## src/rtl/core/ccd_pkg.sv

```systemverilog
// Shared types, constants and helper functions for the crank cadence display.
// Used by ccd_div and crank_cadence_display; depends on nothing else.
`default_nettype none

package ccd_pkg;

    // Numerator width: 60 * 16-bit units/s (22 bits) times a 16-bit count delta
    localparam int unsigned SCALE_W = 22;
    localparam int unsigned NUM_W   = 38;

    localparam logic [7:0] CHR_DASH  = 8'h2D;
    localparam logic [7:0] CHR_SPACE = 8'h20;
    localparam logic [7:0] CHR_ZERO  = 8'h30;

    localparam logic [15:0] TUPS_RESET    = 16'd1000;
    localparam logic [9:0]  MAX_CAD_RESET = 10'd200;
    localparam logic [15:0] STALE_RESET   = 16'd5000;
    localparam logic [15:0] CADENCE_RESET = 16'd999;
    localparam logic [15:0] CADENCE_SAT   = 16'hFFFF;
    localparam logic [15:0] MS_SAT        = 16'hFFFF;
    localparam logic [15:0] HUNDRED       = 16'd100;

    // floor(v / 10) == (v * 0xCCCD) >> 19 for every 16-bit v
    localparam logic [15:0] DIV10_MUL = 16'hCCCD;

    typedef enum logic [1:0] {
        CMD_MEAS = 2'd0,
        CMD_TICK = 2'd1,
        CMD_LINK = 2'd2,
        CMD_NONE = 2'd3
    } cmd_t;

    typedef enum logic [1:0] {
        CFG_TUPS    = 2'd0,
        CFG_MAX_CAD = 2'd1,
        CFG_STALE   = 2'd2,
        CFG_NONE    = 2'd3
    } cfg_idx_t;

    typedef struct packed {
        logic busy;
        logic done;
    } div_stat_t;

    function automatic logic [12:0] div10(input logic [15:0] v);
        logic [31:0] p;
        p = v * DIV10_MUL;
        return p[31:19];
    endfunction

    // Remainder digit from the low nibbles of a value and of its quotient by ten
    function automatic logic [3:0] rem10(input logic [3:0] v, input logic [3:0] q);
        logic [3:0] tq;
        tq = {q[0], 3'b000} + {q[2:0], 1'b0};
        return v - tq;
    endfunction

endpackage

`default_nettype wire

```

## src/rtl/core/crank_cadence_display.sv

```systemverilog
// Crank cadence display: one input word in, one three-character result word out.
// A crank measurement that changes the count passes two multiply steps, divider start,
// 16 divider iterations, done, three divide-by-ten steps and output load, without the
// iterations when the quotient saturates; every other word skips to the divide-by-ten
// steps. A waiting result stalls the load. No word is taken while one is in flight.
// Reset (rst_n, async low) restores the register defaults and cadence 999, link down.
`default_nettype none

module crank_cadence_display (
    input  wire logic        clk,
    input  wire logic        rst_n,
    // input stream
    input  wire logic        s_tvalid,
    output logic             s_tready,
    input  wire logic [39:0] s_tdata,   // rev_count[15:0], event_time[31:16], link_up[32], zero
    input  wire logic [1:0]  s_tuser,   // command[1:0]
    // result stream
    output logic             m_tvalid,
    input  wire logic        m_tready,
    output logic [39:0]      m_tdata,   // char_hundreds[7:0], char_tens[15:8],
                                        // char_units[23:16], cadence_rpm[39:24]
    output logic             m_tuser,   // showing_dashes
    // register write channel
    input  wire logic        cfg_valid,
    output logic             cfg_ready,
    input  wire logic [1:0]  cfg_index,
    input  wire logic [15:0] cfg_data
);
    import ccd_pkg::*;

    typedef enum logic [3:0] {
        ST_IDLE,
        ST_MUL_A,
        ST_MUL_B,
        ST_DIV_WAIT,
        ST_DIG_A,
        ST_DIG_B,
        ST_DIG_C,
        ST_EMIT
    } state_t;

    state_t state_reg;

    // configuration
    logic [15:0] tups_reg;
    logic [9:0]  max_cad_reg;
    logic [15:0] stale_reg;

    // tracked state
    logic [15:0] last_count_reg;
    logic [15:0] last_time_reg;
    logic [15:0] cadence_reg;
    logic [15:0] ms_reg;
    logic        link_reg;

    // work registers
    logic [15:0]        dc_reg;
    logic [15:0]        dt_reg;
    logic [SCALE_W-1:0] scaled_reg;
    logic [NUM_W-1:0]   num_reg;
    logic               div_start_reg;
    logic [12:0]        qa_reg;
    logic [9:0]         qb_reg;
    logic [6:0]         qc_reg;

    // output register
    logic        m_tvalid_reg;
    logic [39:0] m_tdata_reg;
    logic        m_tuser_reg;

    logic [15:0] div_quot;
    div_stat_t   div_stat;

    cmd_t        in_cmd;
    logic [15:0] in_rev;
    logic [15:0] in_time;
    logic        in_link;
    logic        in_acc;

    logic [15:0] d10_in;
    logic [12:0] d10_out;

    logic [3:0]  dig_u;
    logic [3:0]  dig_t;
    logic [3:0]  dig_h;
    logic        dash;
    logic [7:0]  chr_h;
    logic [7:0]  chr_t;
    logic [7:0]  chr_u;

    assign in_cmd  = cmd_t'(s_tuser);
    assign in_rev  = s_tdata[15:0];
    assign in_time = s_tdata[31:16];
    assign in_link = s_tdata[32];

    assign s_tready  = state_reg == ST_IDLE;
    assign in_acc    = s_tvalid && s_tready;
    assign cfg_ready = 1'b1;

    // Iterative divider for the cadence quotient
    ccd_div u_div (
        .clk   (clk),
        .rst_n (rst_n),
        .start (div_start_reg),
        .num   (num_reg),
        .den   (dt_reg),
        .quot  (div_quot),
        .stat  (div_stat)
    );

    // One divide-by-ten constant multiplier, stepped down the digit chain
    always_comb
    begin
        case (state_reg)
            ST_DIG_B: d10_in = {3'b000, qa_reg};
            ST_DIG_C: d10_in = {6'b000000, qb_reg};
            default:  d10_in = cadence_reg;
        endcase
    end

    assign d10_out = div10(d10_in);

    // Digits from value minus ten times quotient; nibble math is exact below ten
    assign dig_u = rem10(cadence_reg[3:0], qa_reg[3:0]);
    assign dig_t = rem10(qa_reg[3:0], qb_reg[3:0]);
    assign dig_h = rem10(qb_reg[3:0], qc_reg[3:0]);

    // Dash on implausible cadence, link down, or no revolution within the timeout
    assign dash = (cadence_reg > {6'b000000, max_cad_reg}) || !link_reg ||
                  (ms_reg > stale_reg);

    always_comb
    begin
        if (dash)
        begin
            chr_h = CHR_DASH;
            chr_t = CHR_DASH;
            chr_u = CHR_DASH;
        end
        else
        begin
            chr_h = (cadence_reg < HUNDRED) ? CHR_SPACE : (CHR_ZERO | {4'b0000, dig_h});
            chr_t = CHR_ZERO | {4'b0000, dig_t};
            chr_u = CHR_ZERO | {4'b0000, dig_u};
        end
    end

    // Register writes; the user must issue them only while no word is in flight (not enforced)
    always_ff @(posedge clk or negedge rst_n)
    begin
        if (!rst_n)
        begin
            tups_reg    <= TUPS_RESET;
            max_cad_reg <= MAX_CAD_RESET;
            stale_reg   <= STALE_RESET;
        end
        else if (cfg_valid && cfg_ready)
        begin
            unique case (cfg_idx_t'(cfg_index))
                CFG_TUPS:    tups_reg    <= cfg_data;
                CFG_MAX_CAD: max_cad_reg <= cfg_data[9:0];
                CFG_STALE:   stale_reg   <= cfg_data;
                CFG_NONE:    ;
                default:     ;
            endcase
        end
    end

    // Sequencer, tracked state and output register
    always_ff @(posedge clk or negedge rst_n)
    begin
        if (!rst_n)
        begin
            state_reg      <= ST_IDLE;
            last_count_reg <= '0;
            last_time_reg  <= '0;
            cadence_reg    <= CADENCE_RESET;
            ms_reg         <= '0;
            link_reg       <= 1'b0;
            dc_reg         <= '0;
            dt_reg         <= '0;
            scaled_reg     <= '0;
            num_reg        <= '0;
            div_start_reg  <= 1'b0;
            qa_reg         <= '0;
            qb_reg         <= '0;
            qc_reg         <= '0;
            m_tvalid_reg   <= 1'b0;
            m_tdata_reg    <= '0;
            m_tuser_reg    <= 1'b0;
        end
        else
        begin
            // drop the result once taken; the emit state handles its own load
            if (m_tvalid_reg && m_tready && state_reg != ST_EMIT)
            begin
                m_tvalid_reg <= 1'b0;
            end

            // pulse the divider start right after the numerator is formed
            div_start_reg <= state_reg == ST_MUL_B;

            unique case (state_reg)
                ST_IDLE:
                begin
                    if (in_acc)
                    begin
                        // same count as stored: nothing changes, go straight to digits
                        if (in_cmd == CMD_MEAS && in_rev != last_count_reg)
                        begin
                            state_reg <= ST_MUL_A;
                        end
                        else
                        begin
                            state_reg <= ST_DIG_A;
                        end
                        case (in_cmd)
                            CMD_MEAS:
                            begin
                                if (in_rev != last_count_reg)
                                begin
                                    dc_reg         <= in_rev - last_count_reg;
                                    dt_reg         <= in_time - last_time_reg;
                                    last_count_reg <= in_rev;
                                    last_time_reg  <= in_time;
                                    ms_reg         <= '0;
                                end
                            end
                            CMD_TICK:
                            begin
                                if (ms_reg != MS_SAT)
                                begin
                                    ms_reg <= ms_reg + 16'd1;
                                end
                            end
                            CMD_LINK:
                            begin
                                link_reg <= in_link;
                            end
                            default: ;
                        endcase
                    end
                end
                ST_MUL_A:
                begin
                    // 60 * units = 64 * units - 4 * units
                    scaled_reg <= {tups_reg, 6'b000000} - {4'b0000, tups_reg, 2'b00};
                    state_reg  <= ST_MUL_B;
                end
                ST_MUL_B:
                begin
                    num_reg   <= scaled_reg * dc_reg;
                    state_reg <= ST_DIV_WAIT;
                end
                ST_DIV_WAIT:
                begin
                    if (div_stat.done)
                    begin
                        cadence_reg <= div_quot;
                        state_reg   <= ST_DIG_A;
                    end
                end
                ST_DIG_A:
                begin
                    qa_reg    <= d10_out;
                    state_reg <= ST_DIG_B;
                end
                ST_DIG_B:
                begin
                    qb_reg    <= d10_out[9:0];
                    state_reg <= ST_DIG_C;
                end
                ST_DIG_C:
                begin
                    qc_reg    <= d10_out[6:0];
                    state_reg <= ST_EMIT;
                end
                ST_EMIT:
                begin
                    // hold here while the previous result still waits
                    if (!m_tvalid_reg || m_tready)
                    begin
                        m_tvalid_reg <= 1'b1;
                        m_tdata_reg  <= {cadence_reg, chr_u, chr_t, chr_h};
                        m_tuser_reg  <= dash;
                        state_reg    <= ST_IDLE;
                    end
                end
                default:
                begin
                    state_reg <= ST_IDLE;
                end
            endcase
        end
    end

    assign m_tvalid = m_tvalid_reg;
    assign m_tdata  = m_tdata_reg;
    assign m_tuser  = m_tuser_reg;

    a_dash_chars: assert property (@(posedge clk) disable iff (!rst_n)
        m_tvalid && m_tuser |-> m_tdata[23:0] == {CHR_DASH, CHR_DASH, CHR_DASH})
        else $error("dash flag without three dash characters");

    a_shown_in_range: assert property (@(posedge clk) disable iff (!rst_n)
        m_tvalid && !m_tuser |-> m_tdata[39:24] <= {6'b000000, max_cad_reg})
        else $error("digits shown for cadence above maximum");

    a_no_accept_in_div: assert property (@(posedge clk) disable iff (!rst_n)
        div_stat.busy |-> !s_tready)
        else $error("input ready while divider runs");

    a_start_when_free: assert property (@(posedge clk) disable iff (!rst_n)
        div_start_reg |-> !div_stat.busy && state_reg == ST_DIV_WAIT)
        else $error("divider started while busy");

endmodule

`default_nettype wire

```

## src/rtl/core/ccd_div.sv

```systemverilog
// Iterative restoring divider: 38-bit numerator by 16-bit divisor, 16-bit
// quotient saturating at all ones. Depends on ccd_pkg.
`default_nettype none

module ccd_div (
    input  wire logic                      clk,
    input  wire logic                      rst_n,
    input  wire logic                      start,
    input  wire logic [ccd_pkg::NUM_W-1:0] num,
    input  wire logic [15:0]               den,
    output logic [15:0]                    quot,
    output ccd_pkg::div_stat_t             stat
);
    import ccd_pkg::*;

    typedef enum logic [1:0] {
        D_IDLE,
        D_RUN,
        D_DONE
    } dstate_t;

    dstate_t     state_reg;
    logic [15:0] den_reg;
    logic [15:0] rem_reg;
    logic [15:0] lo_reg;
    logic [15:0] quot_reg;
    logic [3:0]  cnt_reg;

    logic [16:0] part;
    logic        ge;
    logic [16:0] diff;

    // One quotient bit per cycle
    assign part = {rem_reg, lo_reg[15]};
    assign ge   = part >= {1'b0, den_reg};
    assign diff = part - {1'b0, den_reg};

    always_ff @(posedge clk or negedge rst_n)
    begin
        if (!rst_n)
        begin
            state_reg <= D_IDLE;
            den_reg   <= '0;
            rem_reg   <= '0;
            lo_reg    <= '0;
            quot_reg  <= '0;
            cnt_reg   <= '0;
        end
        else
        begin
            unique case (state_reg)
                D_IDLE:
                begin
                    if (start)
                    begin
                        den_reg <= den;
                        lo_reg  <= num[15:0];
                        cnt_reg <= 4'd15;
                        // high part not below the divisor: quotient overflows 16 bits
                        if (num[NUM_W-1:16] >= {{(NUM_W-32){1'b0}}, den})
                        begin
                            quot_reg  <= CADENCE_SAT;
                            state_reg <= D_DONE;
                        end
                        else
                        begin
                            rem_reg   <= num[31:16];
                            state_reg <= D_RUN;
                        end
                    end
                end
                D_RUN:
                begin
                    rem_reg  <= ge ? diff[15:0] : part[15:0];
                    lo_reg   <= {lo_reg[14:0], 1'b0};
                    quot_reg <= {quot_reg[14:0], ge};
                    cnt_reg  <= cnt_reg - 4'd1;
                    if (cnt_reg == 4'd0)
                    begin
                        state_reg <= D_DONE;
                    end
                end
                D_DONE:
                begin
                    state_reg <= D_IDLE;
                end
                default:
                begin
                    state_reg <= D_IDLE;
                end
            endcase
        end
    end

    assign quot      = quot_reg;
    assign stat.busy = state_reg != D_IDLE;
    assign stat.done = state_reg == D_DONE;

endmodule

`default_nettype wire
```

## config.mk

```make
export PLATFORM = sky130hd
export DESIGN_NAME = crank_cadence_display
export DESIGN_NICKNAME = d
export VERILOG_FILES = /design/src/rtl/core/ccd_pkg.sv /design/src/rtl/core/crank_cadence_display.sv /design/src/rtl/core/ccd_div.sv
export SDC_FILE = /design/constraint.sdc
export NUM_CORES = 2
export LEC_CHECK = 0
export BUFFER_PORTS_ARGS = -buffer_cell sky130_fd_sc_hd__buf_2
export CELL_PAD_IN_SITES_DETAIL_PLACEMENT = 1
export CELL_PAD_IN_SITES_GLOBAL_PLACEMENT = 1
export CORE_MARGIN = 5
export CORE_UTILIZATION = 40
export CTS_BUF_LIST = sky130_fd_sc_hd__clkbuf_16
export DETAILED_ROUTE_END_ITERATION = 6
export PLACE_DENSITY = 0.74
export REMOVE_ABC_BUFFERS = 1
export SYNTH_ARGS = -nofsm -noshare
export SYNTH_HDL_FRONTEND = slang
export SYNTH_SLANG_ARGS = --single-unit
```

## constraint.sdc

```tcl
create_clock -name clk -period 9.6 [get_ports clk]
set_input_delay 0.48 -clock clk [delete_from_list [all_inputs] [get_ports clk]]
set_output_delay 0.48 -clock clk [all_outputs]
set_load 0.01 [all_outputs]
```

==> results.sh <==
export IMPL_cts_resized=0
export IMPL_final_common_cell="inv_1"
export IMPL_yosysWarnings=0
export IMPL_first_pass_iters=7
export IMPL_maxCapViolCount=0
export IMPL_avgSynthCellArea_sq_um=9.16
export IMPL_maxSlewViolCount=0
export IMPL_cts_tree="yes"
export IMPL_die_y_microns=293
export IMPL_synth_top_area_cell="dfrtp_1"
export IMPL_grt_pass1_vias=26700
export IMPL_dpl_worst_slack_ns=1.41
export IMPL_post_cts_buffers=0
export IMPL_p_comb_share_pct=11.1
export IMPL_stdcell_count=4603
export IMPL_max_freq_mhz=120
export IMPL_stdcell_area_sq_mm=0.0347
export IMPL_syn_inst=3505
export IMPL_viasPerCell=5.29
export IMPL_cts_sinks=326
export IMPL_synth_top_area_share_pct=23.7
export IMPL_grt_pass1_wl_microns=145000
export IMPL_regArea_sq_mm=0.00819
export IMPL_synth_edf_count=0
export IMPL_start_util_pct=40.5
export IMPL_yosysUniqueCellTypes=87
export IMPL_final_core_util_pct=43.8
export IMPL_hp_class="input port to async pin"
export IMPL_switchingPower_uw=855
export IMPL_largest_reg_flops=36
export IMPL_final_cell_mix="inv_1, nand2_1, ha_1, fa_1, dfrtp_1"
export IMPL_areaGrowthSynthToFinish_pct=8.14
export IMPL_hold_violations=0
export IMPL_ys_ff_latch=326
export IMPL_n_fill_cell=9253
export IMPL_grt_max_degree=142
export IMPL_numCtsBuffers=38
export IMPL_num_vias=24400
export IMPL_ys_flop_type="dfrtp_1"
export IMPL_rsz0062_at_grt="false"
export IMPL_grt_use_total_pct=20.6
export IMPL_crit_type="register to register"
export IMPL_ios=109
export IMPL_setup_viol=0
export IMPL_portBuffers=94
export IMPL_fp_dieArea_sq_mm=0.0860
export IMPL_clockBufferDepth=3
export IMPL_ant_nets=0
export IMPL_wl_per_cell_microns=18.9
export IMPL_synthTopCellsByArea="dfrtp_1, fa_1, ha_1, inv_1, nand2_1"
export IMPL_dieWidth_microns=293
export IMPL_post_route_min_period_ns=8.32
export IMPL_switching_share_pct=26.6
export IMPL_netlist_area_sq_mm=0.0321
export IMPL_hold_slack_ns=0.00753
export IMPL_hpwl_microns=68600
export IMPL_tightest_slew_ns=1.03
export IMPL_peakVddDrop_uv=96.1
export IMPL_synthArstFlopShare_pct=100
export IMPL_clk_latency_ns=0.56
export IMPL_clkPwrFrac_pct=44.0
export IMPL_place_area_sq_mm=0.0335
export IMPL_drc=0
export IMPL_met3_length_microns=2500
export IMPL_cp_start_kind="register"
export IMPL_overflow=0
export IMPL_max_slew_margin_pct=31.1
export IMPL_worst_clock_skew_ns=0.0243
export IMPL_multi_input_area_sq_mm=0.0211
export IMPL_leakage_nw=18.0
export IMPL_core_area_sq_mm=0.0793
export IMPL_seqPwrFrac_pct=44.9
export IMPL_crit_required_ns=10.00
export IMPL_status="finished clean"
export IMPL_path_max_fanout=20
export IMPL_fin_setup_tns_ns=0
export IMPL_ctsRootBufferMaster="clkbuf_16"
export IMPL_finalPower_mw=3.22
export IMPL_p_int_mw=2.36
export IMPL_seq_area_frac_synth_pct=25.5
export IMPL_antenna_found_initial=7
export IMPL_post_route_period_util_pct=86.7
export IMPL_setup_ws_ns=1.28
export IMPL_num_rows=103
export IMPL_drtIter0Drc=1199
export IMPL_arrival_ns=8.72
export IMPL_wirelength_microns=87000
export IMPL_met1_length_microns=38700
export IMPL_top_layer="met5"
export IMPL_endpoint_kind="register"
export IMPL_gp_congestion=0.885
export IMPL_dp_cells=4533
export IMPL_cts_max_level=2
export IMPL_powerDensity_mw_per_mm2=92.7
export IMPL_wl_met2_microns=43500
export IMPL_final_nets=4274
export IMPL_path_clk_slew_ns=0.06
export IMPL_cts_hold_buf=0
export IMPL_drive_above_1_share_pct=7.71
-- cells by family (layout without fill, tap and decap cells) --
kind of cell | count (synthesis) | in the layout | synth area share [%]
DFF | 326 | 326 | 25.5
muxes | 55 | 55 | 1.90
buffers and inverters | 747 | 789 | 8.91
AOI/OAI and AO/OA | 601 | 601 | 12.0
adders and majority gates | 686 | 686 | 34.5
other | 2 | 8 | 0.0234
xor gates and xnor gates | 123 | 123 | 3.36
and+or+nand+nor | 965 | 965 | 13.8
-- power by group through the flow --
stage / registers (mW) / clock network (mW) / logic [mW]
after global routing: 1.45 / 1.51 / 0.407
after CTS: 1.45 / 1.45 / 0.363
final: 1.45 / 1.42 / 0.356
after global placement: 1.47 / 0 / 0.351
after detailed placement: 1.47 / 0 / 0.358
after floorplan: 1.46 / 0 / 0.241
-- worst max-delay path: stages (launching register included) --
cell and delay (ns):
dfrtp_1 0.72, nand2b_1 0.41, a21oi_4 0.36, nor2_1 0.07, a21oi_1 0.51, ha_1 0.35, inv_1 0.10, fa_1 0.54
inv_1 0.06, fa_1 0.52, fa_1 0.54, fa_1 0.57, inv_1 0.06, fa_1 0.53, inv_1 0.04, ha_1 0.34
and4_1 0.25, a31o_2 0.25, o311a_1 0.12, o31a_1 0.27, a2111oi_2 0.59, o21bai_1 0.27, a221oi_2 0.31, xor2_1 0.25
o21ai_1 0.13
-- synth_stat cells (20+ instances only) --
library cell / n
a21o_1: 51
nor2_1: 102
nand4_1: 20
clkbuf_1: 120
xor2_1: 66
nor2b_1: 25
inv_1: 602
o21ai_0: 214
fa_1: 331
a21oi_1: 107
ha_1: 355
and3_1: 22
nand3_1: 31
dfrtp_1: 304
nand2b_1: 20
nor3_1: 41
nand2_1: 521
xnor2_1: 57
dfstp_2: 22
mux2_2: 46
and2_1: 137
a31oi_1: 21
-- path summary, 6_finish.rpt --
check / startpoint / endpoint / slack (ns) / cells after the start
min in group clk: s_tdata[25] / last_time_reg[9]$_DFFE_PN0P_ / 0.15 / 3
hold / removal: rst_n / last_time_reg[13]$_DFFE_PN0P_ / 0.008 / 1
hold reg to reg: m_tdata[24]$_DFFE_PN0P_ / m_tdata[24]$_DFFE_PN0P_ / 0.48 / 2
max in group asynchronous: rst_n / dc_reg[3]$_DFFE_PN0P_ / 8.15 / 2
setup reg to reg: state_reg[0]$_DFFE_PN0P_ / qb_reg[9]$_DFFE_PN0N_ / 1.28 / 24
setup / recovery: state_reg[0]$_DFFE_PN0P_ / qb_reg[9]$_DFFE_PN0N_ / 1.28 / 24
-- area by class of cell --
| type | count | share of cell area (%) |
|---|---|---|
| antenna | 1 | 0.00721 |
| clock buffer | 39 | 2.81 |
| clock inverter | 30 | 0.570 |
| inverter | 602 | 6.51 |
| multi-input combinational | 2437 | 60.8 |
| sequential | 326 | 23.6 |
| tap | 1050 | 3.79 |
| timing repair buffer | 118 | 1.94 |
-- layer usage --
metal	global-route usage, %	vias up
met5	0	-
met4	5.26	4
met3	2.06	124
met2	36.2	331
met1	27.5	12500
li1	-	11400
(Power assumes the default switching activity.)
